<file path="config.mk">
export PLATFORM = sky130hd
export DESIGN_NAME = pbs_blend
export DESIGN_NICKNAME = d
export VERILOG_FILES = /design/src/design/pbs_pkg.sv /design/src/design/pbs_blend.sv
export SDC_FILE = /design/constraint.sdc
export NUM_CORES = 1
export LEC_CHECK = 0
export ABC_AREA = 1
export BUFFER_PORTS_ARGS = -buffer_cell sky130_fd_sc_hd__buf_2
export CAP_MARGIN = 20
export CORE_MARGIN = 4
export CORE_UTILIZATION = 62
export DETAILED_ROUTE_END_ITERATION = 6
export GPL_TIMING_DRIVEN = 0
export PLACE_DENSITY_LB_ADDON = 0.15
export SKIP_LAST_GASP = 1
export SLEW_MARGIN = 25
export SYNTH_ARGS = -nofsm -noshare
export SYNTH_HDL_FRONTEND = slang
export SYNTH_SLANG_ARGS = --single-unit
</file>
<file path="constraint.sdc">
create_clock -name vclk -period 23
set_clock_uncertainty 0.2 [all_clocks]
set_input_delay 2.3 -clock vclk [all_inputs]
set_output_delay 2.3 -clock vclk [all_outputs]
set_load 0.01 [all_outputs]
</file>
<file path="src/design/pbs_pkg.sv">
`timescale 1ns / 1ps
// Package of the pixel background subtractor: widths, register codes, item types
// and the per-channel arithmetic shared by the pipeline modules.
// Depends on nothing.
package pbs_pkg;

	localparam int ADDR_W     = 17;
	localparam int CHAN_W     = 8;
	localparam int WORD_W     = 3 * CHAN_W;
	localparam int SUM_W      = 10;
	localparam int THR_W      = 10;
	localparam int ALPHA_W    = 9;
	localparam int LIMIT_W    = 8;
	localparam int CNT_W      = 8;
	localparam int CFG_IDX_W  = 3;
	localparam int CFG_DATA_W = 10;
	localparam int BLEND_W    = 17;
	localparam int ROUND_HALF = 128;

	localparam int NUM_PIXELS_DEF = 131072;

	localparam logic [ALPHA_W-1:0] ALPHA_ONE = 9'd256;

	localparam logic [THR_W-1:0]   THR_RESET       = 10'd30;
	localparam logic [ALPHA_W-1:0] ALPHA_RESET     = 9'd13;
	localparam logic               SELECTIVE_RESET = 1'b0;
	localparam logic [LIMIT_W-1:0] LIMIT_RESET     = 8'd50;
	localparam logic               COLOUR_RESET    = 1'b0;

	typedef enum logic [CFG_IDX_W-1:0] {
		CFG_DIFF_THRESHOLD   = 3'd0,
		CFG_BLEND_ALPHA      = 3'd1,
		CFG_SELECTIVE_UPDATE = 3'd2,
		CFG_GHOST_LIMIT      = 3'd3,
		CFG_COLOUR_MODE      = 3'd4
	} cfg_reg_t;

	typedef struct packed {
		logic [ADDR_W-1:0] pixel_addr;
		logic [CHAN_W-1:0] chan_zero;
		logic [CHAN_W-1:0] chan_one;
		logic [CHAN_W-1:0] chan_two;
		logic              load_bkg;
	} pix_item_t;

	typedef struct packed {
		logic              fg_flag;
		logic [ADDR_W-1:0] addr_out;
		logic [SUM_W-1:0]  diff_sum;
		logic              ghost_fired;
	} res_item_t;

	typedef struct packed {
		logic [THR_W-1:0]   diff_threshold;
		logic [ALPHA_W-1:0] blend_alpha;
		logic               selective_update;
		logic [LIMIT_W-1:0] ghost_limit;
		logic               colour_mode;
	} cfg_t;

	typedef struct packed {
		logic              load;
		logic              fg;
		logic              ghost;
		logic              blend_en;
		logic              colour;
		logic [SUM_W-1:0]  sum;
		logic [ADDR_W-1:0] addr;
		logic [WORD_W-1:0] pix;
		logic [WORD_W-1:0] bkg;
		logic [CNT_W-1:0]  cnt;
	} dec_t;

	function automatic int idx_width(input int n);
		return (n > 1) ? $clog2(n) : 1;
	endfunction

	function automatic logic [CHAN_W-1:0] absdiff8(input logic [CHAN_W-1:0] a,
			input logic [CHAN_W-1:0] b);
		return (a >= b) ? (a - b) : (b - a);
	endfunction

	function automatic logic [CHAN_W-1:0] blend8(input logic [CHAN_W-1:0] pix,
			input logic [CHAN_W-1:0] bkg, input logic [ALPHA_W-1:0] alpha);
		logic [ALPHA_W-1:0] beta;
		logic [BLEND_W-1:0] prod_p;
		logic [BLEND_W-1:0] prod_b;
		logic [BLEND_W-1:0] acc;
		beta   = ALPHA_ONE - alpha;
		prod_p = BLEND_W'(alpha) * BLEND_W'(pix);
		prod_b = BLEND_W'(beta) * BLEND_W'(bkg);
		acc    = prod_p + prod_b + BLEND_W'(ROUND_HALF);
		return acc[2*CHAN_W-1:CHAN_W];
	endfunction

endpackage

</file>
<file path="src/design/pbs_blend.sv">
`timescale 1ns / 1ps
// Write-back logic of the last stage: blends the background toward the pixel
// and forms the result item. Depends on pbs_pkg.
module pbs_blend (
	input  pbs_pkg::dec_t                dec,
	input  logic [pbs_pkg::ALPHA_W-1:0]  blend_alpha,
	output logic [pbs_pkg::WORD_W-1:0]   new_bkg,
	output logic [pbs_pkg::CNT_W-1:0]    new_cnt,
	output pbs_pkg::res_item_t           res
);

	localparam int CW = pbs_pkg::CHAN_W;

	logic [pbs_pkg::ALPHA_W-1:0] alpha;
	logic [2:0][CW-1:0]          mix;
	logic [pbs_pkg::WORD_W-1:0]  blended;

	assign alpha = (blend_alpha > pbs_pkg::ALPHA_ONE) ? pbs_pkg::ALPHA_ONE : blend_alpha;

	always_comb begin
		for (int i = 0; i < 3; i++) begin
			mix[i] = pbs_pkg::blend8(dec.pix[i*CW +: CW], dec.bkg[i*CW +: CW], alpha);
		end
		blended = dec.bkg;
		if (dec.blend_en) begin
			blended[CW-1:0] = mix[0];
			if (dec.colour) begin
				blended[pbs_pkg::WORD_W-1:CW] = {mix[2], mix[1]};
			end
		end
		new_bkg = dec.load ? dec.pix : blended;
	end

	assign new_cnt         = dec.cnt;
	assign res.fg_flag     = dec.fg;
	assign res.addr_out    = dec.addr;
	assign res.diff_sum    = dec.sum;
	assign res.ghost_fired = dec.ghost;

endmodule

</file>
==> reports/metrics.yaml <==
status: "finished, final reports clean"
core.rowCount: 57
slew_violations: 0
firstDrtPassIters: 5
routabilityCongestion: 0.979
antenna_found_initial: 1
grt_remaining_overflow: 0
ctsResizeCount: 0
final_nets: 2822
fp.dieH_um: 166
syn_to_final_growth_pct: 6.17
ys_top_cells_by_area: "fa_1, ha_1, inv_1"
grt_max_degree: 11
yosysTopAreaCellShare: 0.414
initial_core_util: 0.631
cp-end-kind: "output pin"
relSlewSlack: 0.266
timing_worst_setup_path_type: "input port to output pin"
crit_arrival_ns: 9.84
timing.final.crit_share: 0.536
multi_input_area_um2: 12600
wire_per_inst_um: 17.9
regArea_um2: 0
initialDrtViolationCount: 1105
ioPinCount: 158
hold_violations: 0
hold_ws_ns: 4.58
synth_fp_nets: 2712
ys_types: 40
place.detailed.hpwl_mm: 38.5
remaining_drc_errors: 0
yosys_warnings: 0
placeableCoreArea_um2: 24400
vias: 13700
cts_setup_buffers: 0
ys_seq_area_frac: 0
hold_class: "input port to output pin"
worst_slew_pin_slew_ns: 1.10
setup_viol: 0
clkbuf_count: 0
dieWidth_um: 166
grt_pass1_vias: 14100
yosys.area.top_type: "fa_1"
fmax_mhz: 81.1
crit_fanout: 10
grt_usage: 0.342
syn_area_per_cell_um2: 7.30
fin_util: 0.670
die_area_um2: 27400
drv_cap: 0
drtAntennaViolNets: 0
pre_cts_ws_ns: 10.89
final.fill_count: 2217
cts-hold-fix-buffers: 0
drt_wl_total_mm: 45.4
syn_area_um2: 15400
cp.required_ns: 20.50
netlist_instances: 2107
cp-start-kind: "input port"
rsz0062_at_grt: "false"
whs_path_depth: 2
drt-vias-per-instance: 5.41
drive_gt1_frac: 0.0867
worst_slack_ns: 10.66
grt_pass1_wl_mm: 72.2
nFlopsAndLatches: 0
fin_crit_ns: 12.34
io_buffers: 108
tns_ns: 0
placed cells by master (no fill, tap or decap), types with 4 or more instances in the layout:
cell type | synthesis | final
ha_1 | 190 | 190
o21ai_0 | 43 | 43
a21oi_1 | 61 | 61
xor2_1 | 6 | 6
nand2_1 | 407 | 407
inv_1 | 607 | 607
a21o_1 | 4 | 4
buf_2 | 7 | 115
a31oi_1 | 6 | 6
nand4_1 | 10 | 10
clkbuf_1 | 37 | 37
nand2_2 | 14 | 14
nor2_1 | 246 | 246
o21bai_1 | 4 | 4
fa_1 | 318 | 318
buf_4 | 38 | 38
inv_2 | 5 | 5
nand3_1 | 55 | 55
nor2_2 | 4 | 4
nor3_1 | 11 | 11
or2_2 | 4 | 4
layout make-up:
class | count | share of cell area
multi-input combinational | 1404 | 0.769
inverter | 616 | 0.142
timing repair buffer | 108 | 0.0331
buffer | 87 | 0.0304
tap | 324 | 0.0248
antenna | 1 | 0.000153
path summary, 6_finish.rpt:
check	startpoint	end
setup / recovery	blend_alpha[8]	new_bkg[0]
hold / removal	dec[68]	res[23]
through the flow:
stage	instance area [µm²]	std cells
6_report	16300	2540
5_1_grt	16300	2539
4_1_cts	16300	2539
3_5_place_dp	16300	2539
3_3_place_gp	16300	2539
2_1_floorplan	15400	2107
cell families after synthesis:
logic type,after synthesis,share of synthesized area
AOI/OAI and AO/OA,127,0.0440
xor gates and xnor gates,6,0.00342
adders and majority gates,508,0.568
buffers and inverters,703,0.183
and+or+nand+nor,763,0.201
worst max-delay path: stages:
cell and delay (ns):
buf_6 0.17, inv_6 0.10, nand2_4 0.16, clkbuf_1 0.72
ha_1 0.30, nand2_1 0.09, nand2_1 0.42, clkbuf_1 0.61
nor2_1 0.13, fa_1 0.53, inv_1 0.06, fa_1 0.53
inv_1 0.06, fa_1 0.52, fa_1 0.45, fa_1 0.52
inv_1 0.06, fa_1 0.48, inv_1 0.05, ha_1 0.32
a21oi_1 0.22, o21ai_0 0.16, inv_1 0.08, nand2_1 0.09
or2_2 0.28, a21oi_1 0.13, o22ai_1 0.12, buf_2 0.19
layer usage:
metal | wire length, µm | vias to the layer above | GRT usage
met2 | 21600 | 650 | 0.574
li1 | - | 6281 | -
met3 | 4370 | 147 | 0.0544
met1 | 17100 | 6665 | 0.449
met4 | 2380 | 0 | 0.131
met5 | 0 | - | 0
cells in the mapped netlist (2+ instances only):
| library cell | number |
|---|---|
| o21bai_1 | 4 |
| or2_2 | 4 |
| clkbuf_1 | 37 |
| a211oi_1 | 3 |
| a21oi_1 | 61 |
| fa_1 | 318 |
| ha_1 | 190 |
| nor3_1 | 11 |
| nand2_4 | 2 |
| xor2_1 | 6 |
| nand4_1 | 10 |
| nand3b_1 | 3 |
| nor2_1 | 246 |
| clkinv_1 | 2 |
| a21o_1 | 4 |
| o21ai_0 | 43 |
| a31oi_1 | 6 |
| buf_2 | 7 |
| nand2_1 | 407 |
| nor2_2 | 4 |
| buf_6 | 2 |
| o21ai_1 | 3 |
| clkbuf_2 | 3 |
| nand3_1 | 55 |
| buf_4 | 38 |
| inv_1 | 607 |
| inv_2 | 5 |
| nand2_2 | 14 |
Power is left out: the tool's default activity adds up to more than one toggle a clock period on the data nets, which glitch-free logic cannot reach.
