[src/design/pbs_pkg.sv]
`timescale 1ns / 1ps
// Package of the pixel background subtractor: widths, register codes, item types
// and the per-channel arithmetic shared by the pipeline modules.
// Depends on nothing.
package pbs_pkg;

	localparam int ADDR_W     = 17;
	localparam int CHAN_W     = 8;
	localparam int WORD_W     = 3 * CHAN_W;
	localparam int SUM_W      = 10;
	localparam int THR_W      = 10;
	localparam int ALPHA_W    = 9;
	localparam int LIMIT_W    = 8;
	localparam int CNT_W      = 8;
	localparam int CFG_IDX_W  = 3;
	localparam int CFG_DATA_W = 10;
	localparam int BLEND_W    = 17;
	localparam int ROUND_HALF = 128;

	localparam int NUM_PIXELS_DEF = 131072;

	localparam logic [ALPHA_W-1:0] ALPHA_ONE = 9'd256;

	localparam logic [THR_W-1:0]   THR_RESET       = 10'd30;
	localparam logic [ALPHA_W-1:0] ALPHA_RESET     = 9'd13;
	localparam logic               SELECTIVE_RESET = 1'b0;
	localparam logic [LIMIT_W-1:0] LIMIT_RESET     = 8'd50;
	localparam logic               COLOUR_RESET    = 1'b0;

	typedef enum logic [CFG_IDX_W-1:0] {
		CFG_DIFF_THRESHOLD   = 3'd0,
		CFG_BLEND_ALPHA      = 3'd1,
		CFG_SELECTIVE_UPDATE = 3'd2,
		CFG_GHOST_LIMIT      = 3'd3,
		CFG_COLOUR_MODE      = 3'd4
	} cfg_reg_t;

	typedef struct packed {
		logic [ADDR_W-1:0] pixel_addr;
		logic [CHAN_W-1:0] chan_zero;
		logic [CHAN_W-1:0] chan_one;
		logic [CHAN_W-1:0] chan_two;
		logic              load_bkg;
	} pix_item_t;

	typedef struct packed {
		logic              fg_flag;
		logic [ADDR_W-1:0] addr_out;
		logic [SUM_W-1:0]  diff_sum;
		logic              ghost_fired;
	} res_item_t;

	typedef struct packed {
		logic [THR_W-1:0]   diff_threshold;
		logic [ALPHA_W-1:0] blend_alpha;
		logic               selective_update;
		logic [LIMIT_W-1:0] ghost_limit;
		logic               colour_mode;
	} cfg_t;

	typedef struct packed {
		logic              load;
		logic              fg;
		logic              ghost;
		logic              blend_en;
		logic              colour;
		logic [SUM_W-1:0]  sum;
		logic [ADDR_W-1:0] addr;
		logic [WORD_W-1:0] pix;
		logic [WORD_W-1:0] bkg;
		logic [CNT_W-1:0]  cnt;
	} dec_t;

	function automatic int idx_width(input int n);
		return (n > 1) ? $clog2(n) : 1;
	endfunction

	function automatic logic [CHAN_W-1:0] absdiff8(input logic [CHAN_W-1:0] a,
			input logic [CHAN_W-1:0] b);
		return (a >= b) ? (a - b) : (b - a);
	endfunction

	function automatic logic [CHAN_W-1:0] blend8(input logic [CHAN_W-1:0] pix,
			input logic [CHAN_W-1:0] bkg, input logic [ALPHA_W-1:0] alpha);
		logic [ALPHA_W-1:0] beta;
		logic [BLEND_W-1:0] prod_p;
		logic [BLEND_W-1:0] prod_b;
		logic [BLEND_W-1:0] acc;
		beta   = ALPHA_ONE - alpha;
		prod_p = BLEND_W'(alpha) * BLEND_W'(pix);
		prod_b = BLEND_W'(beta) * BLEND_W'(bkg);
		acc    = prod_p + prod_b + BLEND_W'(ROUND_HALF);
		return acc[2*CHAN_W-1:CHAN_W];
	endfunction

endpackage

[src/design/pbs_classify.sv]
`timescale 1ns / 1ps
// Stages three to five: channel differences, threshold test, run count and
// ghost removal decision. Depends on pbs_pkg.
module pbs_classify #(
	parameter int NUM_PIXELS = pbs_pkg::NUM_PIXELS_DEF
) (
	input  logic                                      clk,
	input  logic                                      arst_n,
	input  logic                                      en,
	input  logic                                      en_up,
	input  pbs_pkg::cfg_t                             cfg,
	input  logic                                      v_s2,
	input  pbs_pkg::pix_item_t                        item_s2,
	input  logic [pbs_pkg::idx_width(NUM_PIXELS)-1:0] idx_s2,
	input  logic [pbs_pkg::WORD_W-1:0]                bkg_s3,
	input  logic [pbs_pkg::CNT_W-1:0]                 cnt_s3,
	output logic                                      v_s3,
	output logic [pbs_pkg::idx_width(NUM_PIXELS)-1:0] idx_s3,
	output logic                                      v_s4,
	output logic [pbs_pkg::idx_width(NUM_PIXELS)-1:0] idx_s4,
	output logic                                      v_s5,
	output logic [pbs_pkg::idx_width(NUM_PIXELS)-1:0] idx_s5,
	output pbs_pkg::dec_t                             dec_s5
);

	localparam int CW = pbs_pkg::CHAN_W;

	pbs_pkg::pix_item_t         item_s3;
	pbs_pkg::pix_item_t         item_s4;
	logic [pbs_pkg::WORD_W-1:0] pix_s3;
	logic [pbs_pkg::WORD_W-1:0] pix_s4;
	logic [pbs_pkg::WORD_W-1:0] bkg_s4;
	logic [pbs_pkg::CNT_W-1:0]  cnt_s4;
	logic [2:0][CW-1:0]         diff;
	logic [2:0][CW-1:0]         diff_s4;
	logic [pbs_pkg::SUM_W-1:0]  sum;
	logic                       fg_raw;
	logic [pbs_pkg::CNT_W-1:0]  cnt_inc;
	logic                       ghost;
	logic                       fg;
	logic [pbs_pkg::WORD_W-1:0] bkg_eff;
	pbs_pkg::dec_t              dec;

	assign pix_s3 = {item_s3.chan_two, item_s3.chan_one, item_s3.chan_zero};

	always_comb begin
		for (int i = 0; i < 3; i++) begin
			diff[i] = pbs_pkg::absdiff8(pix_s3[i*CW +: CW], bkg_s3[i*CW +: CW]);
		end
	end

	always_comb begin
		sum = pbs_pkg::SUM_W'(diff_s4[0]);
		if (cfg.colour_mode) begin
			sum = sum + pbs_pkg::SUM_W'(diff_s4[1]) + pbs_pkg::SUM_W'(diff_s4[2]);
		end
		fg_raw  = sum > cfg.diff_threshold;
		cnt_inc = fg_raw ? (cnt_s4 + pbs_pkg::CNT_W'(1)) : '0;
		ghost   = cnt_inc >= cfg.ghost_limit;
		fg      = fg_raw & ~ghost;
		bkg_eff = bkg_s4;
		if (ghost) begin
			bkg_eff[CW-1:0] = pix_s4[CW-1:0];
			if (cfg.colour_mode) begin
				bkg_eff[pbs_pkg::WORD_W-1:CW] = pix_s4[pbs_pkg::WORD_W-1:CW];
			end
		end
		dec.load     = item_s4.load_bkg;
		dec.fg       = ~item_s4.load_bkg & fg;
		dec.ghost    = ~item_s4.load_bkg & ghost;
		dec.blend_en = ~cfg.selective_update | ~fg;
		dec.colour   = cfg.colour_mode;
		dec.sum      = item_s4.load_bkg ? '0 : sum;
		dec.addr     = item_s4.pixel_addr;
		dec.pix      = pix_s4;
		dec.bkg      = bkg_eff;
		dec.cnt      = (ghost || item_s4.load_bkg) ? '0 : cnt_inc;
	end

	always_ff @(posedge clk or negedge arst_n) begin
		if (!arst_n) begin
			v_s3 <= 1'b0;
			v_s4 <= 1'b0;
			v_s5 <= 1'b0;
		end else if (en) begin
			v_s3 <= v_s2 & en_up;
			v_s4 <= v_s3;
			v_s5 <= v_s4;
		end
	end

	always_ff @(posedge clk) begin
		if (en_up) begin
			item_s3 <= item_s2;
			idx_s3  <= idx_s2;
		end
		if (en) begin
			item_s4 <= item_s3;
			idx_s4  <= idx_s3;
			pix_s4  <= pix_s3;
			bkg_s4  <= bkg_s3;
			cnt_s4  <= cnt_s3;
			diff_s4 <= diff;
			idx_s5  <= idx_s4;
			dec_s5  <= dec;
		end
	end

endmodule

[config.mk]
export PLATFORM = sky130hd
export DESIGN_NAME = pbs_classify
export DESIGN_NICKNAME = d
export VERILOG_FILES = /design/src/design/pbs_pkg.sv /design/src/design/pbs_classify.sv
export SDC_FILE = /design/constraint.sdc
export NUM_CORES = 1
export LEC_CHECK = 0
export ABC_CLOCK_PERIOD_IN_PS = 6400
export BUFFER_PORTS_ARGS = -buffer_cell sky130_fd_sc_hd__buf_4
export CAP_MARGIN = 20
export CORE_UTILIZATION = 54
export CTS_CLUSTER_SIZE = 40
export DETAILED_ROUTE_END_ITERATION = 6
export PLACE_DENSITY = 0.81
export SLEW_MARGIN = 40
export SYNTH_ARGS = -nofsm -noshare
export SYNTH_HDL_FRONTEND = slang
export SYNTH_SLANG_ARGS = --single-unit
[constraint.sdc]
create_clock -name clk -period 6.4 [get_ports clk]
set_input_delay 0.64 -clock clk [delete_from_list [all_inputs] [get_ports clk]]
set_output_delay 0.64 -clock clk [all_outputs]
set_load 0.005 [all_outputs]
==> qor.csv, run 1 <==
metric,value,unit
worst-margin pin slew,746.0,ps
"antenna viol nets, final",0,
Num CTS Buffers,29,
Mean Syn Cell Area,16.19,sq um
Clock Skew,13.26,ps
post-CTS setup buffers,0,
Slew Limit Headroom,0.5027,
Yosys cell types,46,
Final Hold Vio Count,0,
initial antenna violation count,1,
grt ovf,0,
VDD IR max,191.3,uV
Pleak,6.529,nW
Post-CTS Resized,0,
met2 Usage GRT,0.3587,
top_reg_cell synth,edfxtp_1,
row cnt,54,
Die Span X,151.2,um
Final setup viols,0,
CTS tree,yes,
vias in the first global route,6807,
Iteration-0 DRC Markers,346,
largest cells by area after synthesis,"edfxtp_1, ha_1, mux2_2",
"Area growth, synth to finish",27.52,%
Place WS,526.5,ps
Initial Util,0.5506,
PortBufs,257,
fraction of layout cells with a size suffix above 1,0.3352,
final period utilization,0.9275,
GRT busiest layer,met2,
RSZ-0062 raised after global routing,false,
largest net degree at the start of global routing,82,
Worst-path clk slew,60,ps
Critical Path Start Type,register,
Clock Sink Count,282,
final wirelength,23.45,mm
clock power share,0.346,
register area share after synthesis,0.7035,
Final Wtd Congestion,0.8471,
Detailed Routing Iterations Pass 1,5,
internal power,3.922,mW
cell taking the most area after synthesis,edfxtp_1,
Layout fillers,1422,
post-synth top area share,0.6973,
Switching Fraction,0.2522,
sequential power share,0.448,
H-tree depth,1,
met3 Usage GRT,0.03373,
Synth Warn #,0,
Die Y,151.2,um
total number of vias,6767,
Seq. cell area,8453,sq um
Seq cells post-synth,282,
Setup CP Type,register to register,
Clock Latency Late Sink,550,ps
Post-Syn Nets,953,
Clock Tree Root,clkbuf_16,
synthesized instance count,742,
gr usage total,0.2004,
outcome,"finished, final reports clean",
Max-Cap Viols,0,
CP Max Fanout,16,
pwr dens,342.2,nW/um^2
FMAX,168.5,MHz
die area,22850,sq um
switching power,1.322,mW
Worst Hold Class,input pin to register,
most frequent cells in the layout,"edfxtp_1, buf_4, inv_1",
drc violations,0,
I/O pin total,267,
post-DP HPWL,16.38,mm
Comb power frac,0.206,
GRT met1 Usage,0.2517,
utilization after layout,0.7021,
fin nets,1232,
CORE AREA,21820,sq um
Post-Syn Area,12020,sq um
vias per std cell,5.111,
"commonest non-fill, non-tap cell in the layout",edfxtp_1,
CP Data Arrival Time,6230,ps
setup TNS,0,ps
final setup margin,464.0,ps
diode count,0,
Post-synth EDFFs,279,
Worst Path Required,6690,ps
clock buffer depth,3,
Async SR Flop Fraction,0.01064,
Final Max Tran Viols,0,
Final min period,5936,ps
critical path endpoint category,register,
first-pass GRT wire length,34.90,mm
DR WL/cell,17.71,um
area of the multi-input gates,3167,sq um
-- flip-flops by register name (all words and copies together) (netlist names) --
| register | flops |
|---|---|
| item_s3 | 42 |
| pix_s4 | 24 |
| bkg_s4 | 24 |
| v_s5 | 1 |
| cnt_s4 | 8 |
| dec | 18 |
| v_s4 | 1 |
| idx_s5 | 17 |
| v_s3 | 1 |
| idx_s3 | 17 |
| diff_s4 | 24 |
| dec_s5 | 88 |
| idx_s4 | 17 |
-- worst paths after layout --
path	from	endpoint	slack, ps	depth (start not counted)
hold / removal	item_s2[41]	item_s3[41]$_DFFE_PP_	260	1
setup / recovery	diff_s4[1]$_DFFE_PP_	dec_s5[31]$_DFFE_PP_	460	25
setup reg to reg	diff_s4[1]$_DFFE_PP_	dec_s5[31]$_DFFE_PP_	460	25
min in group asynchronous	arst_n	v_s4$_DFFE_PN0P_	430	2
max in group asynchronous	arst_n	v_s3$_DFFE_PN0P_	5870	2
hold reg to reg	item_s3[0]$_DFFE_PP_	dec[87]$_DFFE_PP_	420	0
-- power groups by stage --
stage,clock [mW],combinational [mW],sequential (mW)
2_1_floorplan,0,0.666,2.37
3_3_place_gp,0,1.05,2.38
3_5_place_dp,0,1.08,2.39
4_1_cts,1.85,1.09,2.35
5_1_grt,1.91,1.21,2.37
6_report,1.81,1.08,2.35
-- what timing repair did --
item                       4_1_cts  5_1_grt
hold buffers                     1        0
setup endpoints to repair        0        0
hold endpoints to repair         3        0
-- metal layers --
metal	vias up	routed length [um]
met2	224	12380
met3	34	1425
met1	3223	9233
li1	3284	-
met4	2	407
met5	-	9
-- layout make-up --
| class | instances | area share |
|---|---|---|
| Inverter | 83 | 0.02033 |
| Timing Repair Buffer | 263 | 0.1302 |
| Tap cell | 280 | 0.02286 |
| Clock inverter | 25 | 0.02082 |
| Sequential cell | 282 | 0.5517 |
| Clock buffer | 29 | 0.04736 |
| Multi-Input combinational cell | 362 | 0.2067 |
-- worst max-delay path: stages, from the launching register on --
cell      delay, ps
edfxtp_1        320
inv_1            70
fa_1            530
inv_1            40
ha_1            220
fa_1            410
a21o_1          170
a21o_1          190
a21oi_1         150
nor2b_1          80
o21ai_0         210
a21oi_1         140
ha_1            300
nand4_1         140
nor3_1          360
o41ai_4         110
buf_4           170
or2_2           270
ha_1            260
nand2b_1        140
a21o_1          180
a211oi_1        230
o31a_1          190
nand2b_1        110
buf_4           280
mux2_2          380
-- per-stage QoR --
stage | hold WS, ps | total power [mW] | std cells | instance area, sq um
2_1_floorplan | 344.4 | 3.038 | 742 | 12020
3_3_place_gp | 400.2 | 3.425 | 1269 | 14260
3_5_place_dp | 405.4 | 3.462 | 1269 | 14260
4_1_cts | 239.2 | 5.292 | 1324 | 15320
5_1_grt | 235.8 | 5.495 | 1324 | 15320
6_report | 259.5 | 5.244 | 1324 | 15320
-- cell usage after synthesis, types with 2 or more instances --
library cell and number:
nand3_1 9, fa_1 15, buf_4 2, nor2_1 24, nor3_1 2, nand3b_1 4
a31oi_1 12, inv_1 83, and2_1 2, nand4_1 9, a211oi_4 2, xnor2_1 10
mux2i_1 23, and4_1 2, nor2b_1 20, a21boi_0 4, a21oi_1 28, a221oi_1 2
nand2_1 13, o21ai_0 16, dfrtp_1 3, or2_2 2, nand2b_1 11, buf_2 4
a211oi_1 2, mux2_2 29, clkbuf_1 6, xor2_1 18, edfxtp_1 279, a21o_1 18
o21ai_1 2, buf_6 2, ha_1 71
-- cell families after synthesis --
logic type,share of synthesized area
AO/OA/AOI/OAI,0.05092
XOR/XNOR,0.02041
buffers and inverters,0.03291
flip-flops,0.7035
multiplexers,0.04634
AND/OR/NAND/NOR,0.04697
adder cells (fa/ha/maj),0.09893
(Power assumes the default switching activity.)
==> run 2, diff against run 1 <==
--- a/config.mk
+++ b/config.mk
@@ -8,10 +8,12 @@
 export ABC_CLOCK_PERIOD_IN_PS = 6400
 export BUFFER_PORTS_ARGS = -buffer_cell sky130_fd_sc_hd__buf_4
 export CAP_MARGIN = 20
-export CORE_UTILIZATION = 54
+export CORE_ASPECT_RATIO = 0.6
+export CORE_UTILIZATION = 26
+export CTS_BUF_LIST = sky130_fd_sc_hd__clkbuf_4 sky130_fd_sc_hd__clkbuf_8
 export CTS_CLUSTER_SIZE = 40
 export DETAILED_ROUTE_END_ITERATION = 6
-export PLACE_DENSITY = 0.81
+export PLACE_DENSITY = 0.45
 export SLEW_MARGIN = 40
 export SYNTH_ARGS = -nofsm -noshare
 export SYNTH_HDL_FRONTEND = slang
==> run 2 against run 1 <==
Clock-buffer cell count increased by 29. Critical endpoint is now dec_s5[27]$_DFFE_PP_. Combinational power grew 6%. Sequential power hardly changed. Power decreased by 3.0%. Register-to-register slack got worse by 50 ps. Maximum frequency down 0.89%. Utilization shrank 36 points. Highest routed layer is now met4.
==> qor.csv, run 2 (synthesized netlist as in run 1, its figures left out) <==
metric,value,unit,change
Clock Sink Count,282,,unchanged
Pwr Total,5.089,mW,was 5.244 mW
CP Data Arrival Time,6300,ps,was 6230 ps
largest net degree at the start of global routing,112,,was 82
Clock Latency Late Sink,580,ps,was 550 ps
"antenna viol nets, final",0,,unchanged
hold path depth,1,,unchanged
DR WL/cell,16.08,um,was 17.71 um
Biggest register,dec_s5,,unchanged
setup TNS,0,ps,unchanged
initial antenna violation count,1,,unchanged
Final setup viols,0,,unchanged
PortBufs,257,,unchanged
drc violations,0,,unchanged
worst-margin pin slew,620.4,ps,was 746.0 ps
VDD IR max,152.6,uV,was 191.3 uV
GRT met1 Usage,0.1721,,was 0.2517
critical path endpoint category,register,,unchanged
CP Max Fanout,8,,was 16
Final min period,5989,ps,was 5936 ps
most frequent cells in the layout,"edfxtp_1, buf_4, inv_1",,unchanged
Min-Delay Startpoint,item_s2[39],,was item_s2[41]
"commonest non-fill, non-tap cell in the layout",edfxtp_1,,unchanged
CTS tree,yes,,unchanged
Max-Cap Viols,0,,unchanged
outcome,"finished, final reports clean",,unchanged
max FFs per register,88,,unchanged
grt ovf,0,,unchanged
Final Max Tran Viols,0,,unchanged
final wirelength,27.26,mm,was 23.45 mm
Iteration-0 DRC Markers,329,,was 346
fin nets,1253,,"was 1,232"
post-DP HPWL,19.32,mm,was 16.38 mm
worst r2r src,diff_s4[1]$_DFFE_PP_,,unchanged
pwr dens,324.9,nW/um^2,was 342.2 nW/um^2
DP Area,14730,sq um,"was 14,260 sq um"
Worst Path Required,6710,ps,was 6690 ps
Final Hold Vio Count,0,,unchanged
vias in the first global route,6956,,"was 6,807"
met2 Usage GRT,0.1519,,was 0.3587
Slew Limit Headroom,0.5864,,was 0.5027
worst r2r dst,dec_s5[27]$_DFFE_PP_,,was dec_s5[31]$_DFFE_PP_
Die Y,168.5,um,was 151.2 um
Setup CP Type,register to register,,unchanged
Worst-path clk slew,70,ps,was 60 ps
vias per std cell,4.032,,was 5.111
Pleak,6.511,nW,was 6.529 nW
Detailed Routing Iterations Pass 1,4,,was 5
RSZ-0062 raised after global routing,false,,unchanged
GRT busiest layer,met1,,was met2
post-route cell area,15660,sq um,"was 15,320 sq um"
total number of vias,6834,,"was 6,767"
Final Wtd Congestion,0.7489,,was 0.8471
Die Span X,279.5,um,was 151.2 um
row cnt,60,,was 54
fraction of layout cells with a size suffix above 1,0.3464,,was 0.3352
FMAX,167.0,MHz,was 168.5 MHz
CORE AREA,45190,sq um,"was 21,820 sq um"
Clock Tree Root,clkbuf_8,,was clkbuf_16
met3 Usage GRT,0.03768,,was 0.03373
Num CTS Buffers,46,,was 29
die area,47100,sq um,"was 22,850 sq um"
I/O pin total,267,,unchanged
Clock Skew,26.49,ps,was 13.26 ps
first-pass GRT wire length,40.83,mm,was 34.90 mm
clock buffer depth,3,,unchanged
"Area growth, synth to finish",30.37,%,was 27.52%
Critical Path Start Type,register,,unchanged
Largest regs,"dec_s5 (88), item_s3 (42)",,unchanged
final period utilization,0.9359,,was 0.9275
Initial Util,0.2659,,was 0.5506
r2r worst-path depth,25,,unchanged
reg2reg setup slack,410,ps,was 460 ps
Worst Hold Class,input pin to register,,unchanged
gr usage total,0.1138,,was 0.2004
H-tree depth,2,,was 1
Worst Hold Path EP,item_s3[39]$_DFFE_PP_,,was item_s3[41]$_DFFE_PP_
==> run 2: worst max path at each step <==
stage	slack, ps	startpoint	end	depth (start not counted)
after floorplan	880	diff_s4[1]$_DFFE_PP_	dec_s5[21]$_DFFE_PP_	26
after global placement	340	diff_s4[1]$_DFFE_PP_	dec_s5[3]$_SDFFCE_PP0P_	26
after CTS	300	diff_s4[1]$_DFFE_PP_	dec_s5[6]$_SDFFCE_PP0P_	26
final	410	diff_s4[1]$_DFFE_PP_	dec_s5[27]$_DFFE_PP_	25
after detailed placement	330	diff_s4[1]$_DFFE_PP_	dec_s5[6]$_SDFFCE_PP0P_	26
after global routing	60	diff_s4[1]$_DFFE_PP_	dec_s5[27]$_DFFE_PP_	27
==> run 2: repair_timing <==
| item | 4_1_cts | 5_1_grt |
|---|---|---|
| endpoints found under the hold margin | 3 | 0 |
| endpoints found under the setup margin | 0 | 13 |
| resized for setup | 0 | 1 |
| hold buffers | 1 | 0 |
| buffers inserted | 0 | 2 |
==> run 2: stage by stage <==
step                      setup WS, ps  instances  utilization  hold slack [ps]
after CTS                        295.1       1692       0.3462            162.4
after detailed placement         332.8       1611       0.3259            404.5
after floorplan                  880.0        742            -            344.4
after global placement           340.5       1610       0.3253            400.7
final                            410.5       1695       0.3466            234.9
after global routing             61.76       1694       0.3465            155.1
==> run 2: where the power goes <==
group / switching, mW / internal [mW] / total (mW)
clock: 0.733 / 0.865 / 1.60
combinational: 0.587 / 0.562 / 1.15
sequential: 0.0756 / 2.27 / 2.34
==> run 2: final cells by class <==
cell class,count,area (sq um)
clock buffer,58,729.5
multi-input combinational,362,3169
antenna,1,2.502
clock inverter,22,175.2
timing repair buffer,267,2047
fill,4481,29530
inverter,83,311.5
tap,620,775.7
sequential,282,8453
==> run 2: metal layers <==
layer | routed length, um | up-vias | part of all wire
li1 | - | 3319 | -
met1 | 14050 | 3282 | 0.52
met2 | 10790 | 186 | 0.40
met3 | 1920 | 47 | 0.070
met4 | 498 | 0 | 0.018
met5 | 0 | - | 0
==> run 2: critical path, cell delays in order (launching register included) <==
cell and delay, ps:
edfxtp_1 320, inv_1 60, fa_1 530, inv_1 40, ha_1 220, fa_1 420, a21o_1 170, a21o_1 190
a21oi_1 150, nor2b_1 90, mux2i_1 190, nand3_1 150, ha_1 320, nand4_1 160, nor3_1 340, o41ai_4 110
buf_4 160, or2_2 270, ha_1 260, nand2b_1 140, a21o_1 170, a211oi_1 250, o31a_1 230, nand2b_1 150
buf_4 240, mux2_2 360
