$ cat src/design/pbs_pkg.sv
`timescale 1ns / 1ps
// Package of the pixel background subtractor: widths, register codes, item types
// and the per-channel arithmetic shared by the pipeline modules.
// Depends on nothing.
package pbs_pkg;

	localparam int ADDR_W     = 17;
	localparam int CHAN_W     = 8;
	localparam int WORD_W     = 3 * CHAN_W;
	localparam int SUM_W      = 10;
	localparam int THR_W      = 10;
	localparam int ALPHA_W    = 9;
	localparam int LIMIT_W    = 8;
	localparam int CNT_W      = 8;
	localparam int CFG_IDX_W  = 3;
	localparam int CFG_DATA_W = 10;
	localparam int BLEND_W    = 17;
	localparam int ROUND_HALF = 128;

	localparam int NUM_PIXELS_DEF = 131072;

	localparam logic [ALPHA_W-1:0] ALPHA_ONE = 9'd256;

	localparam logic [THR_W-1:0]   THR_RESET       = 10'd30;
	localparam logic [ALPHA_W-1:0] ALPHA_RESET     = 9'd13;
	localparam logic               SELECTIVE_RESET = 1'b0;
	localparam logic [LIMIT_W-1:0] LIMIT_RESET     = 8'd50;
	localparam logic               COLOUR_RESET    = 1'b0;

	typedef enum logic [CFG_IDX_W-1:0] {
		CFG_DIFF_THRESHOLD   = 3'd0,
		CFG_BLEND_ALPHA      = 3'd1,
		CFG_SELECTIVE_UPDATE = 3'd2,
		CFG_GHOST_LIMIT      = 3'd3,
		CFG_COLOUR_MODE      = 3'd4
	} cfg_reg_t;

	typedef struct packed {
		logic [ADDR_W-1:0] pixel_addr;
		logic [CHAN_W-1:0] chan_zero;
		logic [CHAN_W-1:0] chan_one;
		logic [CHAN_W-1:0] chan_two;
		logic              load_bkg;
	} pix_item_t;

	typedef struct packed {
		logic              fg_flag;
		logic [ADDR_W-1:0] addr_out;
		logic [SUM_W-1:0]  diff_sum;
		logic              ghost_fired;
	} res_item_t;

	typedef struct packed {
		logic [THR_W-1:0]   diff_threshold;
		logic [ALPHA_W-1:0] blend_alpha;
		logic               selective_update;
		logic [LIMIT_W-1:0] ghost_limit;
		logic               colour_mode;
	} cfg_t;

	typedef struct packed {
		logic              load;
		logic              fg;
		logic              ghost;
		logic              blend_en;
		logic              colour;
		logic [SUM_W-1:0]  sum;
		logic [ADDR_W-1:0] addr;
		logic [WORD_W-1:0] pix;
		logic [WORD_W-1:0] bkg;
		logic [CNT_W-1:0]  cnt;
	} dec_t;

	function automatic int idx_width(input int n);
		return (n > 1) ? $clog2(n) : 1;
	endfunction

	function automatic logic [CHAN_W-1:0] absdiff8(input logic [CHAN_W-1:0] a,
			input logic [CHAN_W-1:0] b);
		return (a >= b) ? (a - b) : (b - a);
	endfunction

	function automatic logic [CHAN_W-1:0] blend8(input logic [CHAN_W-1:0] pix,
			input logic [CHAN_W-1:0] bkg, input logic [ALPHA_W-1:0] alpha);
		logic [ALPHA_W-1:0] beta;
		logic [BLEND_W-1:0] prod_p;
		logic [BLEND_W-1:0] prod_b;
		logic [BLEND_W-1:0] acc;
		beta   = ALPHA_ONE - alpha;
		prod_p = BLEND_W'(alpha) * BLEND_W'(pix);
		prod_b = BLEND_W'(beta) * BLEND_W'(bkg);
		acc    = prod_p + prod_b + BLEND_W'(ROUND_HALF);
		return acc[2*CHAN_W-1:CHAN_W];
	endfunction

endpackage

$ cat src/design/pbs_index_map.sv
`timescale 1ns / 1ps
// First two pipeline stages: wraps the pixel address into the store depth by
// multiplication with a reciprocal. Depends on pbs_pkg.
module pbs_index_map #(
	parameter int NUM_PIXELS = pbs_pkg::NUM_PIXELS_DEF
) (
	input  logic                                      clk,
	input  logic                                      arst_n,
	input  logic                                      adv,
	input  logic                                      take,
	input  pbs_pkg::pix_item_t                        pix,
	output logic                                      v_s2,
	output pbs_pkg::pix_item_t                        item_s2,
	output logic [pbs_pkg::idx_width(NUM_PIXELS)-1:0] idx_s2
);

	localparam int IDX_W   = pbs_pkg::idx_width(NUM_PIXELS);
	localparam int SHIFT   = pbs_pkg::ADDR_W + $clog2(NUM_PIXELS);
	localparam int RECIP_W = pbs_pkg::ADDR_W + 2;
	localparam int PROD_W  = SHIFT + pbs_pkg::ADDR_W;
	localparam int NP_W    = $clog2(NUM_PIXELS + 1);
	localparam int MUL_W   = pbs_pkg::ADDR_W + NP_W;
	localparam longint unsigned RECIP =
		((64'd1 << SHIFT) + longint'(NUM_PIXELS) - 64'd1) / longint'(NUM_PIXELS);
	localparam logic [RECIP_W-1:0] RECIP_K = RECIP_W'(RECIP);
	localparam logic [NP_W-1:0]    NP_K    = NP_W'(NUM_PIXELS);

	logic                       v_s1;
	pbs_pkg::pix_item_t         item_s1;
	logic [PROD_W-1:0]          prod_s1;
	logic [PROD_W-1:0]          prod;
	logic [pbs_pkg::ADDR_W-1:0] quot;
	logic [MUL_W-1:0]           rem;

	assign prod = PROD_W'(pix.pixel_addr) * PROD_W'(RECIP_K);
	assign quot = prod_s1[SHIFT +: pbs_pkg::ADDR_W];
	assign rem  = MUL_W'(item_s1.pixel_addr) - MUL_W'(quot) * MUL_W'(NP_K);

	always_ff @(posedge clk or negedge arst_n) begin
		if (!arst_n) begin
			v_s1 <= 1'b0;
			v_s2 <= 1'b0;
		end else if (adv) begin
			v_s1 <= take;
			v_s2 <= v_s1;
		end
	end

	always_ff @(posedge clk) begin
		if (adv) begin
			item_s1 <= pix;
			prod_s1 <= prod;
			item_s2 <= item_s1;
			idx_s2  <= rem[IDX_W-1:0];
		end
	end

endmodule

$ cat config.mk
export PLATFORM = sky130hd
export DESIGN_NAME = pbs_index_map
export DESIGN_NICKNAME = d
export VERILOG_FILES = /design/src/design/pbs_pkg.sv /design/src/design/pbs_index_map.sv
export SDC_FILE = /design/constraint.sdc
export NUM_CORES = 1
export LEC_CHECK = 0
export BUFFER_PORTS_ARGS = -buffer_cell sky130_fd_sc_hd__buf_2
export CAP_MARGIN = 20
export CORE_MARGIN = 2
export CORE_UTILIZATION = 51
export CTS_CLUSTER_DIAMETER = 200
export CTS_CLUSTER_SIZE = 14
export DETAILED_ROUTE_END_ITERATION = 12
export PLACE_DENSITY = 0.87
export SYNTH_ARGS = -nofsm -noshare
export SYNTH_HDL_FRONTEND = slang
export SYNTH_SLANG_ARGS = --single-unit
$ cat constraint.sdc
create_clock -name clk -period 2.4 [get_ports clk]
set_clock_uncertainty 0.1 [all_clocks]
set_input_delay 0.24 -clock clk [delete_from_list [all_inputs] [get_ports clk]]
set_output_delay 0.24 -clock clk [all_outputs]
set_load 0.02 [all_outputs]
==> key figures, run 1 <==
Finish
  – Reg area: 2570 sq um
  – Commonest non-fill, non-tap cell in the layout: buf_2
  – Share of layout cells above drive strength 1: 48.6%
  – Total Nets Final: 294
  – Synth-to-layout area growth: 44.0%
  – # fillers: 289
  – Multi-input logic area: 22.5 sq um
  – Most frequent cells in the layout: buf_2, edfxtp_1, dlygate4sd3_1, clkbuf_8, bufinv_16
  – Ant diodes: 0

Power
  – Max VDD drop: 0.646 mV
  – Logic pwr share: 8.4%
  – Switching pwr: 0.644 mW
  – Pwr/cell area: 850 nW/um^2
  – Pint: 2.69 mW
  – Sequential Power Share: 54.2%
  – Sw frac: 19.3%
  – P_leak: 1.58 nW
  – Clk pwr share: 37.5%

Setup path
  – Critical Path, Cell by Cell: buf_2
  – Critical-path cell with the highest stage delay: edfxtp_1
  – Critical path class: register to output pin
  – Crit path DAT: 890 ps
  – Critical path origin: idx_s2[13]
  – FF-to-FF Start: v_s2
  – WP buf/inv: 1
  – Critical path startpoint category: register
  – FF-to-FF path depth: 1
  – CP Depth: 1
  – Crit. End Element: output pin
  – Reg2reg end: v_s2
  – Max FO, Critical Path: 2
  – R2r setup slk: 1530 ps
  – Max stage delay on crit path: 390 ps
  – WP data required: 2060 ps
  – Top delay family on crit path: flip-flops
  – Crit path to: idx_s2[13]

Clock network
  – Setup bufs post-CTS: 0
  – Worst-Skew Late Latency: 330 ps
  – Number of CTS-inserted buffers: 9
  – CTS tree: done
  – Clk slew on worst S/H paths: 80 ps
  – H-tree levels: 3
  – Clk sinks: 86
  – CTS Root Cell: clkbuf_8
  – Longest Clk Path Bufs: 2

Place
  – Dpl ws: 1000 ps
  – PortBufs: 105
  – DP Wirelength: 2450 microns
  – GP Congestion: 0.729

Detailed routing
  – Via Count: 1392
  – Final wirelength: 4080 microns
  – DRC violations left: 0
  – Via density: 4.31
  – DR WL/cell: 12.6 microns
  – Post-DRT Antenna Nets: 0
  – Iter 0 DRT Violations: 72
  – Drt first pass iters: 4

Global route
  – Overflow after GRT: 0
  – Vias in the first global route: 1355
  – All-Layer GR Usage: 14.5%
  – First-pass GRT wire length: 6150 microns
  – Busiest grt layer: met2
  – Initial antenna violation count: 0
  – M3 GR Usage: 6.00%
  – Largest net degree at the start of global routing: 52
  – Met1 Use GR: 14.9%
  – Met2 global-route usage: 24.0%

Die
  – Core Footprint: 5140 sq um
  – Die area: 5940 sq um
  – Ports: 106
  – Die Ht: 77.1 microns
  – Die width: 77.1 microns
  – Row count: 26
  – Initial Util: 53.0%

STA
  – Final setup violation count: 0
  – Final WS setup: 1170 ps
  – Worst slew pin tran: 450 ps
  – Max-slew violations: 0
  – F_max: 810 MHz
  – Number of hold violations in the final report: 0
  – RSZ-0062 raised after global routing: no
  – Slew margin rel.: 70.0%
  – Minimum clock period: 1230 ps
  – Total negative slack: 0 ps
  – Fin crit share: 51.4%

Yosys
  – XOR/XNOR share of the synthesized area: 0%
  – Synth Area in Simple Gates: 0%
  – Adder-cell share of the synthesized area: 0%
  – Synth Area in Compound Gates: 0%
  – Syn Inst Count: 105
  – Syn. warnings: 0
  – Largest family of logic cells by synthesized area: buffers and inverters
  – Mapped cell area: 2720 sq um
  – Net count after synthesis: 151
  – FF+latch count, synth: 86
  – Sequential element share of the synthesized area: 94.5%
  – Avg Cell Area, Syn: 25.9 sq um
  – Synth cell types: 4
  – Mux share of post-synthesis cell area: 0.827%

Run status
  – Run status: completed

Min path
  – Worst Hold Class: input port to register

Run
  – Max-cap viol count: 0
-- how the worst min path moves through the flow --
stage,from,endpoint,depth (start not counted)
global route,take,v_s1,2
CTS,take,v_s1,2
global placement,arst_n,v_s1,1
finish,take,v_s1,2
detailed placement,arst_n,v_s2,1
floorplan,arst_n,v_s1,0
-- layout make-up --
| cell class | count | area share, % |
|---|---|---|
| flip-flops and latches | 86 | 65.6 |
| repair buffers | 149 | 25.0 |
| clock inverters | 7 | 3.48 |
| clock buffers | 9 | 3.16 |
| well taps | 70 | 2.23 |
| multi-input cells | 2 | 0.574 |
-- cells by family after synthesis --
| family | count (synthesis) |
|---|---|
| buf+inv | 17 |
| mux | 2 |
| flops | 86 |
-- routing by layer --
layer  share of wire [%]  wire, microns
met5                   0              0
met4                 2.7            110
met3                 8.0            324
met2                  53           2150
met1                  37           1490
-- stage by stage --
stage	cell area (sq um)	instances	total power [mW]	hold slack, ps	utilization [%]
finish	3920	323	3.33	46.7	76.3
global route	3920	323	3.44	34.9	76.3
CTS	3920	323	3.36	33.2	76.3
detailed placement	3230	264	2.07	-74.2	62.9
global placement	3230	264	2.06	-75.2	62.9
floorplan	2720	105	1.96	-156	-
-- power groups by stage --
| stage | clock [mW] | combinational (mW) | sequential, mW |
|---|---|---|---|
| 2_1_floorplan | 0 | 0.0549 | 1.90 |
| 3_3_place_gp | 0 | 0.223 | 1.83 |
| 3_5_place_dp | 0 | 0.226 | 1.84 |
| 4_1_cts | 1.28 | 0.280 | 1.81 |
| 5_1_grt | 1.33 | 0.296 | 1.82 |
| 6_report | 1.25 | 0.280 | 1.81 |
-- flip-flops by register name, summed over array words and instances, names as in the netlist --
register,count
v_s2,1
idx_s2,17
item_s1,42
item_s2,25
v_s1,1
-- cells in the mapped netlist (all sizes together) --
master | instances | share of area, %
buf | 17 | 4.7
dfrtp | 2 | 1.8
mux2 | 2 | 0.83
edfxtp | 84 | 93
-- timing repair --
action | in CTS | in global routing
hold endpoints to repair | 44 | 0
hold buffers | 43 | 0
gates resized for setup | 0 | 0
Power figures use the tool's default switching activity.
==> run 2, diff against run 1 <==
Settings changed: ABC_AREA set to 1, CORE_UTILIZATION 51 to 43, PLACE_DENSITY 0.87 to 0.79.
Clock period 2.4 ns to 1.08 ns, I/O delays scaled along.
==> run 2 against run 1 <==
Effect of this change: the flow now finishes with violations (negative setup slack); combinational power increased to 2.6 times the previous value; register-to-register slack worse by 1200 ps; final area is 5.0% higher; core utilization decreased by 10 points; global-route usage is essentially flat; total power increased by 120%; sequential power up 120%.
==> key figures, run 2 <==
Setup path
  – Critical-path cell with the highest stage delay: edfxtp_1
  – FF-to-FF path depth: 0 (-1)
  – WP buf/inv: 1 (unchanged)
  – Critical Path, Cell by Cell: buf_2
  – FF-to-FF Start: item_s1[36]
  – Reg2reg end: idx_s2[11]
  – Top delay family on crit path: flip-flops
  – Critical path class: register to output pin
  – Crit. End Element: output pin
  – WP data required: 870 ps (-1190 ps)
  – Crit path DAT: 920 ps (+30 ps)
  – Max FO, Critical Path: 2 (unchanged)
  – R2r setup slk: 330 ps (-1200 ps)
  – Critical path startpoint category: register
  – Max stage delay on crit path: 410 ps (+20 ps)

Clock network
  – Number of CTS-inserted buffers: 9 (unchanged)
  – Clk sinks: 86 (unchanged)
  – Longest Clk Path Bufs: 2 (unchanged)
  – Worst-Skew Late Latency: 330 ps (about the same)
  – Clk slew on worst S/H paths: 80 ps (about the same)
  – CTS Root Cell: clkbuf_8
  – H-tree levels: 3 (unchanged)
  – Setup bufs post-CTS: 0 (unchanged)
  – CTS tree: done

Finish
  – Max reg flops: 42 (unchanged)
  – Finished Layout Cells: 339 (+5.0%)
  – Utilization after layout: 66.0% (-10 points)
  – Ant diodes: 0 (unchanged)
  – Synth-to-layout area growth: 51.1%
  – Total Nets Final: 303 (+3.1%)
  – Commonest non-fill, non-tap cell in the layout: edfxtp_1
  – Biggest regs: item_s1 (42), item_s2 (25), idx_s2 (17)
  – Share of layout cells above drive strength 1: 45.8% (-2.8 points)
  – Most flop-heavy register: item_s1
  – # fillers: 437 (+51%)
  – Most frequent cells in the layout: edfxtp_1, buf_2, dlygate4sd3_1, buf_6, clkbuf_8

Global route
  – Initial antenna violation count: 0 (unchanged)
  – Vias in the first global route: 1533 (+13%)
  – First-pass GRT wire length: 7510 microns (+22%)
  – Overflow after GRT: 0 (unchanged)
  – All-Layer GR Usage: 14.5% (about the same)
  – Largest net degree at the start of global routing: 43 (-17%)

Yosys
  – Mapped cell area: 2730 sq um (+0.14%)
  – Asr flop ratio synth: 2.33% (unchanged)
  – Post-synth EDFFs: 84 (unchanged)
  – FF+latch count, synth: 86 (unchanged)
  – Avg Cell Area, Syn: 24.8 sq um (-4.4%)
  – Synth top cells by count: edfxtp_1, buf_4, nand2_1
  – Net count after synthesis: 156 (+3.3%)
  – Synth cell types: 5 (+1)
  – Ys flop type: edfxtp_1
  – Synth top area cells: edfxtp_1, buf_4, dfrtp_1
  – Syn. warnings: 0 (unchanged)
  – Syn Inst Count: 110 (+4.8%)
  – Area share of the largest cell type after synthesis: 92.5% (-0.13 points)
  – Sequential element share of the synthesized area: 94.4% (-0.13 points)
  – Most frequent cell after synthesis: edfxtp_1
  – Top cell type by total area after synthesis: edfxtp_1

Die
  – Initial Util: 43.7% (-9.3 points)
  – Row count: 29 (+12%)
  – Ports: 106 (unchanged)
  – Die width: 83.6 microns (+8.5%)
  – Core Footprint: 6240 sq um (+21%)
  – Die area: 6990 sq um (+18%)
  – Die Ht: 83.6 microns (+8.5%)

Detailed routing
  – Final wirelength: 4920 microns (+21%)
  – DR WL/cell: 14.5 microns (+15%)
  – Iter 0 DRT Violations: 149 (+110%)
  – Via density: 4.31 (about the same)
  – Via Count: 1461 (+5.0%)
  – DRC violations left: 0 (unchanged)
  – Max layer used: met4
  – WL met2: 2990 microns (+39%)
  – Post-DRT Antenna Nets: 0 (unchanged)
  – Met3 WL: 189 microns (-42%)
  – Drt first pass iters: 4 (unchanged)
  – WL met1: 1670 microns (+12%)

Place
  – PortBufs: 105 (unchanged)
  – GP Congestion: 0.616 (-16%)
  – DP Wirelength: 2880 microns (+18%)
  – Placed insts: 278 (+5.3%)

STA
  – Final setup violation count: 41 (+41)
  – F_max: 890 MHz
  – Worst slew pin tran: 223 ps (-227 ps)
  – Fin crit share: 104%
  – Minimum clock period: 1120 ps
  – Number of hold violations in the final report: 0 (unchanged)
  – Max-slew violations: 0 (unchanged)
  – Slew margin rel.: 85.1% (+15 points)
  – Total negative slack: -913 ps (-913 ps)
  – RSZ-0062 raised after global routing: yes
  – Final WS setup: -44.0 ps (-1210 ps)

Power
  – P_leak: 1.66 nW (+5.1%)
  – Max VDD drop: 1.05 mV (+62%)
  – Pwr/cell area: 1770 nW/um^2 (+110%)
  – Total Power: 7.29 mW (+120%)

Run status
  – Violated checks: negative setup slack
  – Run status: complete, but fails checks

Min path
  – Hold Path End: item_s1[2]
  – Worst Hold Class: input port to register
  – Worst Hold Depth: 2 (unchanged)
  – Beginning of the worst hold path: adv

Run
  – Max-cap viol count: 0 (unchanged)
## run 2: final cells by class
| type | count | area (sq um) | share of cell area [%] |
|---|---|---|---|
| sequential | 86 | 2570 | 62.5 |
| timing repair buffer | 153 | 1190 | 29.0 |
| clock buffer | 11 | 131 | 3.19 |
| clock inverter | 5 | 97.6 | 2.37 |
| tap | 77 | 96.3 | 2.34 |
| multi-input combinational | 6 | 22.5 | 0.547 |
| inverter | 1 | 3.75 | 0.0911 |
## run 2: kinds of logic after synthesis
logic type / synth area share (%)
buffers and inverters: 4.82
DFF: 94.4
and+or+nand+nor: 0.826
## run 2: stage by stage
| step | hold slack (ps) | setup WS (ps) | cell area [sq um] |
|---|---|---|---|
| after global routing | 144 | -83.2 | 4120 |
| final | 137 | -44.0 | 4120 |
| after detailed placement | -204 | 176 | 3270 |
| after global placement | -205 | 188 | 3270 |
| after CTS | 124 | -67.5 | 4030 |
| after floorplan | -288 | 205 | 2730 |
## run 2: worst max path at each step
stage                     slack (ps)       start  depth (start not counted)     endpoint
after floorplan                  200   idx_s2[0]                          1  item_s2[25]
after global placement           190         adv                          2    idx_s2[2]
after detailed placement         180         adv                          2  item_s1[16]
after CTS                        -70   idx_s2[8]                          1  item_s2[33]
after global routing             -80  idx_s2[11]                          1  item_s2[36]
final                            -40   idx_s2[7]                          1    idx_s2[7]
## run 2: what timing repair did
action,4_1_cts,5_1_grt
hold buffers,45,0
setup endpoints to repair,52,60
endpoints found under the hold margin,45,0
gates resized for setup,26,28
## run 2: report_power, final
part           internal (mW)  total, mW  switching (mW)  leakage, nW
Combinational          0.359      0.722           0.363        0.705
Sequential              3.95       4.03          0.0870        0.847
Clock                   1.52       2.54            1.01        0.113
Total                   5.83       7.29            1.46         1.66
## run 2: per-layer routing
metal / vias up / global-route usage [%]
li1: 693 / -
met1: 715 / 14.9
met2: 46 / 27.4
met3: 7 / 2.97
met4: 0 / 7.48
met5: - / 0
==> run 3, diff against run 2 <==
Settings changed: CORE_UTILIZATION 43 to 51, PLACE_DENSITY 0.79 to 0.87, RECOVER_POWER set to 100.
Clock period 1.08 ns to 1.4 ns, I/O delays scaled along.
==> run 3 against run 2 <==
Effect of this change: the run now ends clean; cell count is 2.4% lower; final area is 7.7% lower; worst setup slack better by 270 ps; sequential share of layout area is 5.2 points higher; critical path depth stayed put; sequential power is 23% lower; hold slack better by 180 ps; combinational power is 38% lower; first-iteration DRC count is 47% lower; highest routed layer unchanged.
==> key figures, run 3 (same netlist as run 2, synthesis figures left out) <==
Run status
  – Run status: completed

Die
  – Initial Util: 53.0% (+9.4 points)
  – Core Footprint: 5140 sq um (-18%)
  – Die Ht: 77.1 microns (-7.8%)
  – Die width: 77.1 microns (-7.8%)
  – Die area: 5950 sq um (-15%)
  – Ports: 106 (unchanged)
  – Row count: 26 (-10%)

Place
  – GP Congestion: 0.665 (+8.0%)
  – PortBufs: 105 (unchanged)
  – DP Wirelength: 2380 microns (-17%)
  – Placed insts: 270 (-2.9%)

STA
  – Final setup violation count: 0 (-100%)
  – Total negative slack: 0 ps (+913 ps)
  – Max-slew violations: 0 (unchanged)
  – Slew margin rel.: 51.1% (-34 points)
  – F_max: 849 MHz
  – Fin crit share: 84.2%
  – Minimum clock period: 1180 ps
  – Number of hold violations in the final report: 0 (unchanged)
  – Worst slew pin tran: 734 ps (+510 ps)
  – RSZ-0062 raised after global routing: no

Setup path
  – Max FO, Critical Path: 2 (unchanged)
  – Max stage delay on crit path: 360 ps (-50 ps)
  – Critical-path cell with the highest stage delay: edfxtp_1
  – Critical path startpoint category: register
  – Top delay family on crit path: flip-flops
  – Critical path class: register to output pin
  – Critical Path, Cell by Cell: clkbuf_1
  – WP data required: 1160 ps (+290 ps)
  – Crit. End Element: output pin
  – Crit path DAT: 940 ps (+20 ps)
  – WP buf/inv: 1 (unchanged)

Clock network
  – Number of CTS-inserted buffers: 9 (unchanged)
  – CTS tree: done
  – CTS Hold Buffers Added: 45 (unchanged)
  – Clk slew on worst S/H paths: 80 ps (about the same)
  – Clk sinks: 86 (unchanged)
  – Post-cts resize count: 0 (-100%)
  – CTS Root Cell: clkbuf_8
  – H-tree levels: 3 (unchanged)
  – Setup bufs post-CTS: 0 (unchanged)
  – Longest Clk Path Bufs: 2 (unchanged)
  – Worst-Skew Late Latency: 320 ps (about the same)

Detailed routing
  – DR WL/cell: 14.0 microns (-3.6%)
  – Post-DRT Antenna Nets: 0 (unchanged)
  – Final wirelength: 4630 microns (-5.9%)
  – Drt first pass iters: 4 (unchanged)
  – Via density: 4.37 (+1.4%)
  – Iter 0 DRT Violations: 79 (-47%)
  – Via Count: 1447 (-0.96%)
  – DRC violations left: 0 (unchanged)

Finish
  – Synth-to-layout area growth: 39.4%
  – Ant diodes: 0 (unchanged)
  – Biggest regs: item_s1 (42), item_s2 (25), idx_s2 (17)
  – Most flop-heavy register: item_s1
  – Share of layout cells above drive strength 1: 21.8% (-24 points)
  – Most frequent cells in the layout: edfxtp_1, clkbuf_1, dlygate4sd3_1, buf_2, clkbuf_8
  – Max reg flops: 42 (unchanged)
  – Finished Layout Cells: 331 (-2.4%)
  – Total Nets Final: 302 (-0.33%)
  – Commonest non-fill, non-tap cell in the layout: edfxtp_1

Global route
  – Largest net degree at the start of global routing: 60 (+40%)
  – Initial antenna violation count: 0 (unchanged)
  – All-Layer GR Usage: 15.9% (+1.4 points)
  – First-pass GRT wire length: 6940 microns (-7.6%)
  – Vias in the first global route: 1471 (-4.0%)
  – Overflow after GRT: 0 (unchanged)

Power
  – P_leak: 1.41 nW (-15%)
  – Max VDD drop: 1.40 mV (+33%)
  – Pwr/cell area: 1390 nW/um^2 (-21%)

Min path
  – Worst Hold Class: register to register

Run
  – Max-cap viol count: 0 (unchanged)
run 3: power by group:
part	leakage [nW]	switching [mW]	internal, mW
clock network	0.103	0.751	0.985
registers	0.847	0.0556	3.05
logic	0.462	0.276	0.173
run 3: final timing paths:
kind | start | end | slack [ps] | cells past startpoint
max in group asynchronous | arst_n | v_s2 | 480 | 3
min in group asynchronous | arst_n | v_s1 | 600 | 3
setup reg to reg | item_s1[16] | item_s2[16] | 620 | 0
setup / recovery | idx_s2[16] | item_s2[41] | 220 | 1
hold / removal | item_s1[41] | idx_s2[16] | 310 | 0
hold reg to reg | item_s1[41] | idx_s2[16] | 310 | 0
run 3: area by class of cell:
cell class                 instances  area [sq um]
timing repair buffer             152           911
inverter                           1          3.75
sequential                        86          2570
fill                             335          1340
multi-input combinational          6          22.5
clock buffer                      10           128
tap                               70          87.6
clock inverter                     6          76.3
run 3: routing by layer:
| metal | vias to the layer above | GRT usage, % | wire length [microns] |
|---|---|---|---|
| li1 | 693 | - | - |
| met1 | 667 | 16.1 | 1670 |
| met2 | 77 | 30.1 | 2520 |
| met3 | 10 | 4.71 | 349 |
| met4 | 0 | 6.79 | 91 |
| met5 | - | 0 | 0 |
run 3: stage by stage:
stage / hold WS [ps] / power (mW) / setup WS [ps] / cell area, sq um / util (%)
after CTS: 200 / 5.35 / 231 / 3900 / 75.8
after global placement: -175 / 3.52 / 412 / 3240 / 63.1
after floorplan: -256 / 3.35 / 493 / 2730 / -
final: 315 / 5.29 / 222 / 3800 / 74.0
after global routing: 318 / 5.48 / 148 / 3800 / 74.0
after detailed placement: -174 / 3.54 / 389 / 3240 / 63.1
